<file path="config.mk">
export PLATFORM = sky130hd
export DESIGN_NAME = tga_rle_pixel_decoder_unit
export DESIGN_NICKNAME = d
export VERILOG_FILES = /design/src/tga_rle_pkg.sv /design/src/tga_rle_cfg.sv /design/src/tga_rle_dec.sv /design/src/tga_rle_pixel_decoder_unit.sv
export SDC_FILE = /design/constraint.sdc
export NUM_CORES = 1
export LEC_CHECK = 0
export ABC_CLOCK_PERIOD_IN_PS = 11000
export BUFFER_PORTS_ARGS = -buffer_cell sky130_fd_sc_hd__buf_4
export CORE_ASPECT_RATIO = 1.1
export CORE_MARGIN = 3
export CORE_UTILIZATION = 55
export CTS_CLUSTER_DIAMETER = 80
export DETAILED_ROUTE_END_ITERATION = 10
export PLACE_DENSITY_LB_ADDON = 0.05
export SLEW_MARGIN = 10
export SYNTH_ARGS = -nofsm -noshare
export SYNTH_HDL_FRONTEND = slang
export SYNTH_SLANG_ARGS = --single-unit
</file>
<file path="constraint.sdc">
create_clock -name aclk -period 11 [get_ports aclk]
set_input_delay 2.2 -clock aclk [delete_from_list [all_inputs] [get_ports aclk]]
set_output_delay 2.2 -clock aclk [all_outputs]
set_load 0.01 [all_outputs]
</file>
<file path="src/tga_rle_pkg.sv">
// tga_rle_pkg: shared types and constants for the targa rle pixel decoder
// no dependencies; used by every module under src
`default_nettype none

package tga_rle_pkg;

    localparam int unsigned PIX_W   = 32;
    localparam int unsigned CNT8_W  = 8;
    localparam int unsigned TOTAL_W = 25;
    localparam int unsigned ADDR_W  = 4;

    // register index, taken from paddr[3:2]
    typedef enum logic [1:0] {
        REG_PIXEL_BYTES   = 2'd0,
        REG_TOTAL_PIXELS  = 2'd1,
        REG_SWAP_RED_BLUE = 2'd2,
        REG_UNUSED        = 2'd3
    } reg_idx_t;

    localparam logic [2:0] PIXEL_BYTES_MIN   = 3'd1;
    localparam logic [2:0] PIXEL_BYTES_MAX   = 3'd4;
    localparam logic [2:0] PIXEL_BYTES_RESET = 3'd3;
    localparam logic [2:0] SWAP_MIN_BYTES    = 3'd3;

    localparam logic [TOTAL_W-1:0] TOTAL_PIXELS_RESET = TOTAL_W'(1);

    typedef struct packed {
        logic [2:0]         pixel_bytes;
        logic [TOTAL_W-1:0] total_pixels;
        logic               swap_red_blue;
    } cfg_t;

    typedef struct packed {
        logic               clipped;
        logic               last_of_image;
        logic [CNT8_W-1:0]  repeat_count;
        logic [PIX_W-1:0]   pixel_value;
    } res_t;

    function automatic logic [PIX_W-1:0] swap_rb(input logic [PIX_W-1:0] px);
        swap_rb = {px[31:24], px[7:0], px[15:8], px[23:16]};
    endfunction

endpackage

`default_nettype wire

</file>
<file path="src/tga_rle_cfg.sv">
// tga_rle_cfg: apb register file holding pixel size, image size and swap
// depends on tga_rle_pkg
`default_nettype none

module tga_rle_cfg (
    input  wire logic                          aclk,
    input  wire logic                          aresetn,
    input  wire logic                          psel,
    input  wire logic                          penable,
    input  wire logic                          pwrite,
    input  wire logic [tga_rle_pkg::ADDR_W-1:0] paddr,
    input  wire logic [31:0]                   pwdata,
    output logic      [31:0]                   prdata,
    output logic                               pready,
    output tga_rle_pkg::cfg_t                  cfg
);
    import tga_rle_pkg::*;

    logic [2:0]         pixel_bytes_reg;
    logic [TOTAL_W-1:0] total_pixels_reg;
    logic               swap_reg;
    logic               wr_en;
    reg_idx_t           idx;

    assign pready = 1'b1;
    assign idx    = reg_idx_t'(paddr[3:2]);
    assign wr_en  = psel & penable & pwrite & pready;

    always_ff @(posedge aclk) begin
        if (!aresetn) begin
            pixel_bytes_reg  <= PIXEL_BYTES_RESET;
            total_pixels_reg <= TOTAL_PIXELS_RESET;
            swap_reg         <= 1'b1;
        end else if (wr_en) begin
            case (idx)
                REG_PIXEL_BYTES:   pixel_bytes_reg  <= pwdata[2:0];
                REG_TOTAL_PIXELS:  total_pixels_reg <= pwdata[TOTAL_W-1:0];
                REG_SWAP_RED_BLUE: swap_reg         <= pwdata[0];
                default: ;
            endcase
        end
    end

    always_comb begin
        case (idx)
            REG_PIXEL_BYTES:   prdata = {29'd0, pixel_bytes_reg};
            REG_TOTAL_PIXELS:  prdata = {7'd0, total_pixels_reg};
            REG_SWAP_RED_BLUE: prdata = {31'd0, swap_reg};
            default:           prdata = 32'd0;
        endcase
    end

    assign cfg.pixel_bytes   = pixel_bytes_reg;
    assign cfg.total_pixels  = total_pixels_reg;
    assign cfg.swap_red_blue = swap_reg;

endmodule

`default_nettype wire

</file>
<file path="src/tga_rle_dec.sv">
// tga_rle_dec: packet and pixel state with the single-pass step logic
// depends on tga_rle_pkg; fed from the input register of the top level
`default_nettype none

module tga_rle_dec #(
    parameter int unsigned MAX_PIXELS = 16777216
) (
    input  wire logic              aclk,
    input  wire logic              aresetn,
    input  wire logic              step,
    input  wire logic [7:0]        data_byte,
    input  wire logic              start_of_image,
    input  wire tga_rle_pkg::cfg_t cfg,
    output logic                   res_valid,
    output tga_rle_pkg::res_t      res
);
    import tga_rle_pkg::*;

    localparam int unsigned CNT_W = $clog2(MAX_PIXELS + 1);
    localparam int unsigned CW    = (CNT_W > CNT8_W) ? CNT_W : CNT8_W;

    logic              expect_reg,  expect_next;
    logic              run_reg,     run_next;
    logic [7:0]        pkt_reg,     pkt_next;
    logic [1:0]        pos_reg,     pos_next;
    logic [PIX_W-1:0]  asm_reg,     asm_next;
    logic [CNT_W-1:0]  img_reg,     img_next;

    logic [CNT_W-1:0]  eff_total;
    logic [2:0]        eff_pb;
    logic [CNT_W-1:0]  img_cur;
    logic              expect_cur;
    logic [PIX_W-1:0]  asm_or;
    logic [7:0]        count;
    logic [CW-1:0]     count_w;
    logic [CW-1:0]     img_w;
    logic [CW-1:0]     img_diff;
    logic [7:0]        pkt_dec;
    logic              over;

    always_comb begin
        if (cfg.total_pixels == '0) begin
            eff_total = CNT_W'(1);
        end else if (32'(cfg.total_pixels) > 32'(MAX_PIXELS)) begin
            eff_total = CNT_W'(MAX_PIXELS);
        end else begin
            eff_total = CNT_W'(cfg.total_pixels);
        end
        if (cfg.pixel_bytes == 3'd0) begin
            eff_pb = PIXEL_BYTES_MIN;
        end else if (cfg.pixel_bytes > PIXEL_BYTES_MAX) begin
            eff_pb = PIXEL_BYTES_MAX;
        end else begin
            eff_pb = cfg.pixel_bytes;
        end
    end

    always_comb begin
        img_cur    = start_of_image ? eff_total : img_reg;
        expect_cur = start_of_image | expect_reg;
        asm_or     = asm_reg | (PIX_W'(data_byte) << {pos_reg, 3'b000});
        count      = run_reg ? pkt_reg : 8'd1;
        pkt_dec    = run_reg ? 8'd0 : (pkt_reg - 8'd1);
        count_w    = CW'(count);
        img_w      = CW'(img_cur);
        over       = count_w > img_w;
        if (over) begin
            count = 8'(img_cur);
        end
        img_diff   = img_w - CW'(count);

        expect_next = expect_reg;
        run_next    = run_reg;
        pkt_next    = pkt_reg;
        pos_next    = pos_reg;
        asm_next    = asm_reg;
        img_next    = img_cur;
        res_valid   = 1'b0;

        res.pixel_value   = (cfg.swap_red_blue && eff_pb >= SWAP_MIN_BYTES) ?
                            swap_rb(asm_or) : asm_or;
        res.repeat_count  = count;
        res.last_of_image = (img_diff == '0);
        res.clipped       = over & run_reg;

        if (img_cur == '0) begin
            // image complete: byte dropped
            img_next = img_reg;
        end else if (expect_cur) begin
            run_next    = data_byte[7];
            pkt_next    = {1'b0, data_byte[6:0]} + 8'd1;
            pos_next    = 2'd0;
            asm_next    = '0;
            expect_next = 1'b0;
        end else if (({1'b0, pos_reg} + 3'd1) < eff_pb) begin
            pos_next = pos_reg + 2'd1;
            asm_next = asm_or;
        end else begin
            res_valid   = 1'b1;
            pos_next    = 2'd0;
            asm_next    = '0;
            pkt_next    = pkt_dec;
            img_next    = img_diff[CNT_W-1:0];
            expect_next = (pkt_dec == 8'd0) || (img_diff == '0);
        end
    end

    always_ff @(posedge aclk) begin
        if (!aresetn) begin
            expect_reg <= 1'b1;
            run_reg    <= 1'b0;
            pkt_reg    <= 8'd0;
            pos_reg    <= 2'd0;
            img_reg    <= '0;
        end else if (step) begin
            expect_reg <= expect_next;
            run_reg    <= run_next;
            pkt_reg    <= pkt_next;
            pos_reg    <= pos_next;
            img_reg    <= img_next;
        end
    end

    // cleared on every header before use
    always_ff @(posedge aclk) begin
        if (step) begin
            asm_reg <= asm_next;
        end
    end

endmodule

`default_nettype wire

</file>
<file path="src/tga_rle_pixel_decoder_unit.sv">
// a byte taken from s_tdata is held in the input register and decoded there by the
// step logic; its pixel is registered into the output register that drives m_tvalid
// throughput: one byte per cycle, set by the single-pass step logic; an
// output stall holds back the input only when a byte would complete a pixel
// reset: aresetn synchronous active low; registers return to pixel_bytes 3,
// total_pixels 1, swap on, and the image counts as complete until a restart byte
`default_nettype none

module tga_rle_pixel_decoder_unit #(
    parameter int unsigned MAX_PIXELS = 16777216
) (
    input  wire logic        aclk,
    input  wire logic        aresetn,
    // configuration
    input  wire logic        psel,
    input  wire logic        penable,
    input  wire logic        pwrite,
    input  wire logic [3:0]  paddr,
    input  wire logic [31:0] pwdata,
    output logic      [31:0] prdata,
    output logic             pready,
    // compressed bytes
    input  wire logic        s_tvalid,
    output logic             s_tready,
    input  wire logic [7:0]  s_tdata,   // [7:0] data_byte
    input  wire logic        s_tuser,   // [0] start_of_image
    // decoded pixels
    output logic             m_tvalid,
    input  wire logic        m_tready,
    output logic [39:0]      m_tdata,   // [31:0] pixel_value, [39:32] repeat_count
    output logic             m_tlast,   // last_of_image
    output logic             m_tuser    // [0] clipped
);
    import tga_rle_pkg::*;

    cfg_t       cfg;
    res_t       res;
    logic       res_valid;
    logic       advance;

    logic       in_valid_reg;
    logic [7:0] in_byte_reg;
    logic       in_sol_reg;
    logic       out_valid_reg;
    res_t       out_res_reg;

    tga_rle_cfg u_cfg (
        .aclk    (aclk),
        .aresetn (aresetn),
        .psel    (psel),
        .penable (penable),
        .pwrite  (pwrite),
        .paddr   (paddr),
        .pwdata  (pwdata),
        .prdata  (prdata),
        .pready  (pready),
        .cfg     (cfg)
    );

    tga_rle_dec #(
        .MAX_PIXELS (MAX_PIXELS)
    ) u_dec (
        .aclk           (aclk),
        .aresetn        (aresetn),
        .step           (advance),
        .data_byte      (in_byte_reg),
        .start_of_image (in_sol_reg),
        .cfg            (cfg),
        .res_valid      (res_valid),
        .res            (res)
    );

    // a byte moves on unless it completes a pixel while the output is full
    assign advance  = in_valid_reg & (~res_valid | ~out_valid_reg | m_tready);
    assign s_tready = ~in_valid_reg | advance;

    always_ff @(posedge aclk) begin
        if (!aresetn) begin
            in_valid_reg <= 1'b0;
        end else if (s_tready) begin
            in_valid_reg <= s_tvalid;
        end
    end

    always_ff @(posedge aclk) begin
        if (s_tready && s_tvalid) begin
            in_byte_reg <= s_tdata;
            in_sol_reg  <= s_tuser;
        end
    end

    always_ff @(posedge aclk) begin
        if (!aresetn) begin
            out_valid_reg <= 1'b0;
        end else if (advance && res_valid) begin
            out_valid_reg <= 1'b1;
        end else if (m_tready) begin
            out_valid_reg <= 1'b0;
        end
    end

    always_ff @(posedge aclk) begin
        if (advance && res_valid) begin
            out_res_reg <= res;
        end
    end

    assign m_tvalid = out_valid_reg;
    assign m_tdata  = {out_res_reg.repeat_count, out_res_reg.pixel_value};
    assign m_tlast  = out_res_reg.last_of_image;
    assign m_tuser  = out_res_reg.clipped;

`ifndef ASSERT_OFF
    a_no_overwrite: assert property (@(posedge aclk) disable iff (!aresetn)
        (advance && res_valid) |-> (!out_valid_reg || m_tready))
        else $error("pixel result would overwrite a pending item");

    a_count_nonzero: assert property (@(posedge aclk) disable iff (!aresetn)
        m_tvalid |-> (m_tdata[39:32] != 8'd0))
        else $error("repeat count of zero");

    a_clip_is_last: assert property (@(posedge aclk) disable iff (!aresetn)
        (m_tvalid && m_tuser) |-> m_tlast)
        else $error("clipped run not flagged as last of image");

    a_stall_holds_input: assert property (@(posedge aclk) disable iff (!aresetn)
        (in_valid_reg && !advance) |=> (in_valid_reg && $stable(in_byte_reg)))
        else $error("stalled byte lost from input register");
`endif

endmodule

`default_nettype wire

</file>
* Word level (Yosys, flattened, before mapping)
Index checks and enable logic that the tools add are counted.
** Word-level totals
- Register bits after elaboration :: 151
- Bits in latches :: 0
- Memory bits (writable) :: 0
- Bits in read-only memories :: 0
- Bits of input ports :: 52
- Output and inout bits :: 77
- Word-level logic and storage cells :: 86
- Memories kept :: 0
** Cells by class
- Add/sub/neg operators :: 5
- Multiply operators :: 0
- Div/mod/pow operators :: 0
- Magnitude comparators :: 5
- Equal/unequal tests :: 3
- Shift-type cells :: 1
- Multiplexer cells :: 23
- Bitwise logic cells :: 14
- Reductions and logical operators :: 18
** Operators with widths (count)
- 25-bit two-way mux :: 5
- 25-bit logical NOT :: 3
- 25-bit case mux with 3 select lines :: 1
- 8-bit two-way mux :: 5
- 32-bit OR :: 1
- 8-bit by 5-bit left shift with 32-bit output :: 1
- 25-bit > comparator, second input constant :: 1
- 8-bit by 25-bit > comparator with 1-bit output :: 1
- 25-bit by 8-bit subtractor with 25-bit output :: 1
- 24-bit two-way mux :: 1
- 7-bit by 1-bit adder with 8-bit output, second input constant :: 1
- 8-bit logical NOT :: 1
- 2-bit AND reduction :: 4
- 8-bit by 1-bit subtractor with 8-bit output, second input constant :: 1
- 1-bit two-way mux :: 7
- 3-bit two-way mux :: 2
- 3-bit AND reduction :: 2
- 1-bit inverter :: 5
- 1-bit bitwise AND :: 4
- 2-bit two-way mux :: 2
- 1-bit OR :: 4
- 2-bit by 1-bit adder with 3-bit output, second input constant :: 1
- 3-bit by 2-bit greater-or-equal comparator with 1-bit output, second input constant :: 1
- 3-bit > comparator, second input constant :: 1
- 11 further kinds :: 13

* Longest topological paths before layout
Gate-level depths: netlist of run 1.
- Depth after elaboration :: 13
- Mapped depth :: 23

* Modules after synthesis
From an unflattened synthesis of run 1, not the netlist that was laid out.
** Second synthesis, totals
- Cell total of the unflattened synthesis :: 977
- Area total of the unflattened synthesis :: 8757.1 sq um
** By module, submodules not included
- tga_rle_dec :: instances 1, cells each 743, area each 5620.4 sq um, sequential area each 1701.6 sq um
- tga_rle_pixel_decoder_unit :: instances 1, cells each 63, area each 1649.1 sq um, sequential area each 1571.5 sq um
- tga_rle_cfg :: instances 1, cells each 171, area each 1487.7 sq um, sequential area each 580.6 sq um

* Worst setup path after synthesis of run 1
No wires, ideal clock.
- Kind :: input to output
- Start point :: in paddr[2]
- End point :: out prdata[10]
- Arrival :: 3107 ps
- Required time :: 8800 ps
- Slack :: 5693 ps
- Cell stages on the path :: 4
- Cell sequence :: clkbuf_1 -> nor2b_1 -> clkbuf_1 -> and2_1
** On the way
- Longest elaborated chain between the ends :: 2
- Elaborated cells between the ends (all ways) :: 4
** Ends and longest elaborated chain
- start: declaration :: RTL line tga_rle_pixel_decoder_unit.sv:18 : input wire logic [3:0] paddr,
- 2-bit == test (tied with other cells) :: RTL line tga_rle_cfg.sv:45 : case (idx)
- 25-bit case mux with 3 select lines * :: RTL line tga_rle_cfg.sv:45
- end: declaration :: RTL line tga_rle_pixel_decoder_unit.sv:20 : output logic [31:0] prdata,
Mark *: on every way between the ends. The rest lies on a longest branch, timed or not.

==> qor.txt, run 1 <==
total congestion overflow - 0
most frequent cells in the layout - nand2_1, buf_4, nor2_1
synth unique cells - 77
Post-synth EDFFs - 83
min-delay src - u_dec.img_reg[1]$_SDFFE_PN0P_
Static Leak - 4.11 nW
FF/Latch Area - 3850 µm²
slowest cell delay on critical path - 1100 ps
Hold-fix buffers, CTS - 0
Worst setup SP type - register
ys flop type - edfxtp_1
DR vias - 7067
met3 Use GR - 4.58%
Syn Area/Cell - 8.88 µm²
sum of negative setup slack - 0 ps
initial antenna violation count - 0
post-route DRC violation count - 0
Min Hold Slack - 460 ps
Slew headroom - 21.4%
DP Wirelength - 14900 µm
I/O Pins - 129
wire length per cell - 17.2 µm
buffers added on ports - 111
worst skew pair latency - 420 ps
max_cap viols - 0
worst path cell trace - buf_4, nand2b_1, o21ai_0, ha_1, nor2b_1, o21ai_0, nand2b_1, maj3_1, o311ai_1, a21boi_1, nand2_1, mux2_2, fa_1, xnor2_1, nor4b_2, nand4b_1, or4_1, a2111o_1, nor4_2, and3_1
slowest CP cell - edfxtp_1
R2R setup slack - 3580 ps
CTS Buffer Depth - 2
largest net degree at the start of global routing - 67
die area - 16900 µm²
placer congestion estimate - 0.887
GRT Util Overall - 25.5%
layout cells sized above 1 - 15.7%
Antenna diodes - 0
sequential-to-total area share from yosys stat - 45.7%
Reg2Reg Depth - 20
pwr dens - 142 nW/µm²
Num CTS Buffers - 17
Power, Total - 1.40 mW
fill cell count - 1258
Die Ht - 136 µm
VDD IR max - 0.105 mV
clk_skew - 7.80 ps
CP top delay family - simple AND/OR/NAND/NOR gates
Synth warnings - 0
met1 Use GR - 32.7%
Starting DRT DRC Count - 730
Hold EP - u_dec.img_reg[1]$_SDFFE_PN0P_
Layout area overhead - 17.2%
H-tree depth - 4
hold path depth - 2
reg2reg start - in_sol_reg$_DFFE_PP_
HP Class - reg2reg
final slew viol count - 0
Worst Tran Pin Value - 1180 ps
Avg Vias per Cell - 5.71
Tcrit/Tclk final - 67.5%
DRT Pass-1 Iters - 5
most common cell after layout, fill and taps aside - nand2_1
vias in the first global route - 6437
CTS root buf - clkbuf_16
min cycle time layout - 7420 ps
Required @ worst endpoint - 11280 ps
number of synthesized register bits - 151
Cell Count, Final, Fillers Out - 1237
CTS Sinks - 151
die width - 124 µm
Initial Utilization - 57.3%
cell total after placement - 1204
first-pass GRT wire length - 33500 µm
maximum clock frequency - 135 MHz
Crit Path Category - reg2reg
Fin. Hold Viols - 0
synthesized cell area - 8440 µm²
# rows - 46
clock-pin transition on the worst setup and hold timing paths - 60 ps
Post-Synthesis Cells - 950
WP data arrival - 7700 ps
RSZ-0062 raised after global routing - no
GR Util met2 - 43.6%
status - complete, no violations
post-CTS sizing - 0
critical path fanouts, max - 31
Crit. End Element - register
# nets final - 1105
R2R Path End - m_tlast$_DFFE_PP_
final WL - 21300 µm
busiest layer in global routing - met2
CTS tree - yes
max reg flops - 40
crit path from - in_sol_reg$_DFFE_PP_
Multi-input gate area - 4180 µm²
core footprint - 14700 µm²
count of final setup violators - 0
CP bufs+invs - 1
postcts setup bufs - 0
Post-synth ARST share - 0%
Final ANT Viol Nets - 0
-- worst max-delay path by stage --
stage | slack [ps] | endpoint | depth (start not counted)
2_1_floorplan | 5690 | prdata[10] | 4
3_3_place_gp | 3860 | m_tlast$_DFFE_PP_ | 20
3_5_place_dp | 3870 | m_tlast$_DFFE_PP_ | 20
4_1_cts | 3690 | m_tlast$_DFFE_PP_ | 20
5_1_grt | 3300 | u_dec.expect_reg$_SDFFE_PN1P_ | 21
6_report | 3580 | m_tlast$_DFFE_PP_ | 20
-- Yosys cell counts, types with 4 or more instances --
library cell / count / area, µm²
a21boi_0: 4 / 30.0
nor2b_1: 18 / 113
nand4_1: 6 / 37.5
nor4_1: 8 / 50.1
a31oi_1: 7 / 43.8
or3_1: 5 / 31.3
ha_1: 20 / 250
nor3_1: 11 / 55.1
dfxtp_1: 68 / 1360
clkbuf_1: 36 / 135
a21o_1: 20 / 150
nand2b_1: 12 / 75.1
inv_1: 35 / 131
nand2_1: 152 / 571
edfxtp_1: 83 / 2490
nor2_1: 88 / 330
buf_1: 4 / 15.0
mux2i_1: 26 / 260
buf_4: 11 / 82.6
buf_2: 8 / 40.0
nor3b_1: 5 / 37.5
a21oi_1: 77 / 385
o22ai_1: 10 / 62.6
nand3_1: 38 / 190
and2_1: 29 / 181
o21ai_0: 24 / 120
xor2_1: 14 / 123
xnor2_1: 20 / 175
a211oi_1: 5 / 37.5
and3_1: 21 / 131
nand3b_1: 14 / 105
-- metal layers --
metal / part of all wire [%] / wire length (µm)
met1: 43 / 9100
met2: 51 / 10800
met3: 4.7 / 991
met4: 1.9 / 397
met5: 0 / 0
-- worst min-delay path: stages (launching register included) --
cell and delay, ps:
dfxtp_1 310, nand2_1 50, a21oi_1 50
-- power breakdown --
part / internal (mW) / total, mW / switching [mW]
Combinational: 0.0800 / 0.199 / 0.119
Sequential: 0.613 / 0.636 / 0.0222
Clock: 0.335 / 0.566 / 0.231
Total: 1.03 / 1.40 / 0.372
-- cell type report --
class                           count  area share [%]
Clock buffer                       21            4.45
Clock inverter                     11            1.26
Sequential cell                   151            39.0
Tap cell                          192            2.43
Inverter                           37            1.40
Timing Repair Buffer              119            9.23
Multi-Input combinational cell    706            42.3
-- cells by family (layout without fill, tap and decap cells) --
family / after synthesis / in the layout / synth area share, %
XOR/XNOR: 34 / 34 / 3.53
AND/OR/NAND/NOR: 422 / 422 / 24.4
adder cells (fa/ha/maj): 22 / 22 / 3.32
AO/OA/AOI/OAI: 192 / 192 / 14.4
multiplexers: 28 / 28 / 3.35
flip-flops: 151 / 151 / 45.7
other: 2 / 8 / 0.0890
buffers and inverters: 99 / 188 / 5.20
-- per-stage QoR --
stage	cell area, µm²	setup slack (ps)	utilization [%]
finish	9890	3580	67.1
CTS	9860	3690	66.9
global placement	9300	3860	63.1
floorplan	8460	5690	-
detailed placement	9300	3870	63.1
global route	9890	3300	67.1
No activity file was read; power rests on OpenSTA's default activity.
==> inputs of run 2 (changes only) <==
- ABC_CLOCK_PERIOD_IN_PS: 11000 -> 6200
- CORE_UTILIZATION: 55 -> 52
- clock period: 11 -> 6.2 ns (I/O delays scaled with it)
==> run 2 against run 1 <==
Net effect: final cell count increased by 2.0%; non-clock buffer count increased by 17; power increased by 78%; sequential share of layout area decreased by 0.52 points; critical path depth increased by 2; via count increased by 0.44%; critical path type unchanged; design area increased by 1.3%; flip-flop and latch count unchanged; hold slack got worse by 0.91 ps; clock power increased by 76%; global-route usage decreased by 1.2 points.
==> qor.txt, run 2 (synthesis gave the netlist of run 1 again) <==
status - complete, no violations
max reg flops - 40 (unchanged)
VDD IR max - 0.169 mV (+61%)
max_cap viols - 0 (unchanged)
# nets final - 1122 (+1.5%)
DRT Pass-1 Iters - 5 (unchanged)
Slew headroom - 30.1% (+8.7 points)
wire length per cell - 17.1 µm (-0.29%)
crit path from - u_cfg.total_pixels_reg[2]$_SDFFE_PN0P_
GRT Util Overall - 24.3% (-1.2 points)
most common cell after layout, fill and taps aside - nand2_1
pwr dens - 248 nW/µm² (+75%)
RSZ-0062 raised after global routing - no
buffers added on ports - 111 (unchanged)
reg2reg start - u_cfg.total_pixels_reg[2]$_SDFFE_PN0P_
WP data arrival - 6210 ps (-1490 ps)
post-layout util - 63.5% (-3.7 points)
largest net degree at the start of global routing - 50 (-25%)
Final ANT Viol Nets - 0 (unchanged)
Worst setup SP type - register
vias in the first global route - 6795 (+5.6%)
I/O Pins - 129 (unchanged)
Layout area overhead - 18.8%
min-delay src - u_dec.img_reg[0]$_SDFFE_PN0P_
count of final setup violators - 0 (unchanged)
Worst Tran Pin Value - 1050 ps (-131 ps)
sum of negative setup slack - 0 ps (unchanged)
post-route DRC violation count - 0 (unchanged)
CTS Sinks - 151 (unchanged)
CTS tree - yes
final slew viol count - 0 (unchanged)
clk_skew - 11.9 ps (+4.08 ps)
Antenna diodes - 0 (unchanged)
DP Wirelength - 15600 µm (+4.5%)
HP Class - reg2reg
Tcrit/Tclk final - 94.3% (+27 points)
Crit Path Category - reg2reg
layout cells sized above 1 - 17.4% (+1.7 points)
Avg Vias per Cell - 5.62 (-1.6%)
maximum clock frequency - 171 MHz (+27%)
Initial Utilization - 53.4% (-3.8 points)
Die Ht - 140 µm (+2.7%)
Power, Total - 2.49 mW (+78%)
initial antenna violation count - 0 (unchanged)
core footprint - 15800 µm² (+7.2%)
critical path fanouts, max - 5 (-84%)
most frequent cells in the layout - nand2_1, buf_4, nor2_1
Fin. Hold Viols - 0 (unchanged)
H-tree depth - 4 (unchanged)
CTS Buffer Depth - 2 (unchanged)
die area - 17800 µm² (+5.5%)
worst skew pair latency - 420 ps (about the same)
hold path depth - 2 (unchanged)
Required @ worst endpoint - 6560 ps (-4720 ps)
Hold-fix buffers, CTS - 0 (unchanged)
Crit. End Element - register
first-pass GRT wire length - 34800 µm (+3.9%)
Starting DRT DRC Count - 528 (-28%)
Num CTS Buffers - 17 (unchanged)
die width - 127 µm (+2.7%)
total congestion overflow - 0 (unchanged)
Static Leak - 4.19 nW (+2.0%)
Reg2Reg Depth - 22 (+10%)
clock-pin transition on the worst setup and hold timing paths - 60 ps (about the same)
min cycle time layout - 5850 ps (-1570 ps)
CTS root buf - clkbuf_16
# rows - 48 (+4.3%)
placer congestion estimate - 0.873 (-1.5%)
final WL - 21600 µm (+1.7%)
DR vias - 7098 (+0.44%)
==> run 2: cell count changes in the layout (fill, tap and decap cells not counted), sizes merged <==
| cell | before | now |
|---|---|---|
| buf | 119 | 136 |
| inv | 38 | 43 |
| clkbuf | 21 | 18 |
| clkinv | 7 | 4 |
| clkinvlp | 1 | 3 |
| bufinv | 2 | 1 |
==> run 2: worst max-delay path, cell delays in order, from the launching register on <==
cell      delay [ps]
dfxtp_1          340
nor4_1           340
nand3_1          120
o31a_1           350
o21ai_1          240
ha_1             190
nor2b_1           40
o21ai_0          130
nand2b_1          90
maj3_1           370
o311ai_1         240
a21boi_1         190
nand2_1          210
mux2_2           400
fa_1             450
xnor2_1          180
nor4b_2          310
nand4b_1         110
or4_1            410
a2111o_1         400
nor4_2           360
a31o_1           190
a221o_1          130
==> run 2: power breakdown <==
part / switching (mW) / internal (mW)
clock network: 0.434 / 0.563
registers: 0.0323 / 1.09
logic: 0.220 / 0.150
total: 0.686 / 1.80
==> run 2: layout make-up <==
class                   count  area, µm²
fillers                  1399       5770
repair buffers            136       1030
clock buffers              18        429
multi-input cells         706       4180
inverters                  37        139
well taps                 200        250
clock inverters            14        139
flip-flops and latches    151       3850
==> run 2: through the flow <==
step                hold WS [ps]  instances  setup WS (ps)  instance area, µm²
floorplan                    429        956            970                8460
global placement             438       1229            326                9440
detailed placement           449       1229            311                9440
finish                       459       1262            351               10000
CTS                          456       1261            266               10000
global route                 480       1262           50.8               10000
==> run 2: layer usage <==
| layer | track usage, % | vias to the layer above | wire [µm] |
|---|---|---|---|
| met2 | 42.4 | 197 | 11000 |
| li1 | - | 3517 | - |
| met5 | 0 | - | 0 |
| met1 | 30.3 | 3345 | 9190 |
| met4 | 8.81 | 0 | 583 |
| met3 | 3.88 | 39 | 880 |
==> run 2: final timing paths <==
check | end | slack (ps)
min | u_dec.img_reg[0]$_SDFFE_PN0P_ | 460
max | u_dec.expect_reg$_SDFFE_PN1P_ | 350
max reg2reg | u_dec.expect_reg$_SDFFE_PN1P_ | 350
min reg2reg | u_dec.img_reg[0]$_SDFFE_PN0P_ | 460
==> run 2: timing repair <==
action	in CTS	in global routing
setup buffers	0	0
endpoints found under the setup margin	0	2
resized for setup	0	1
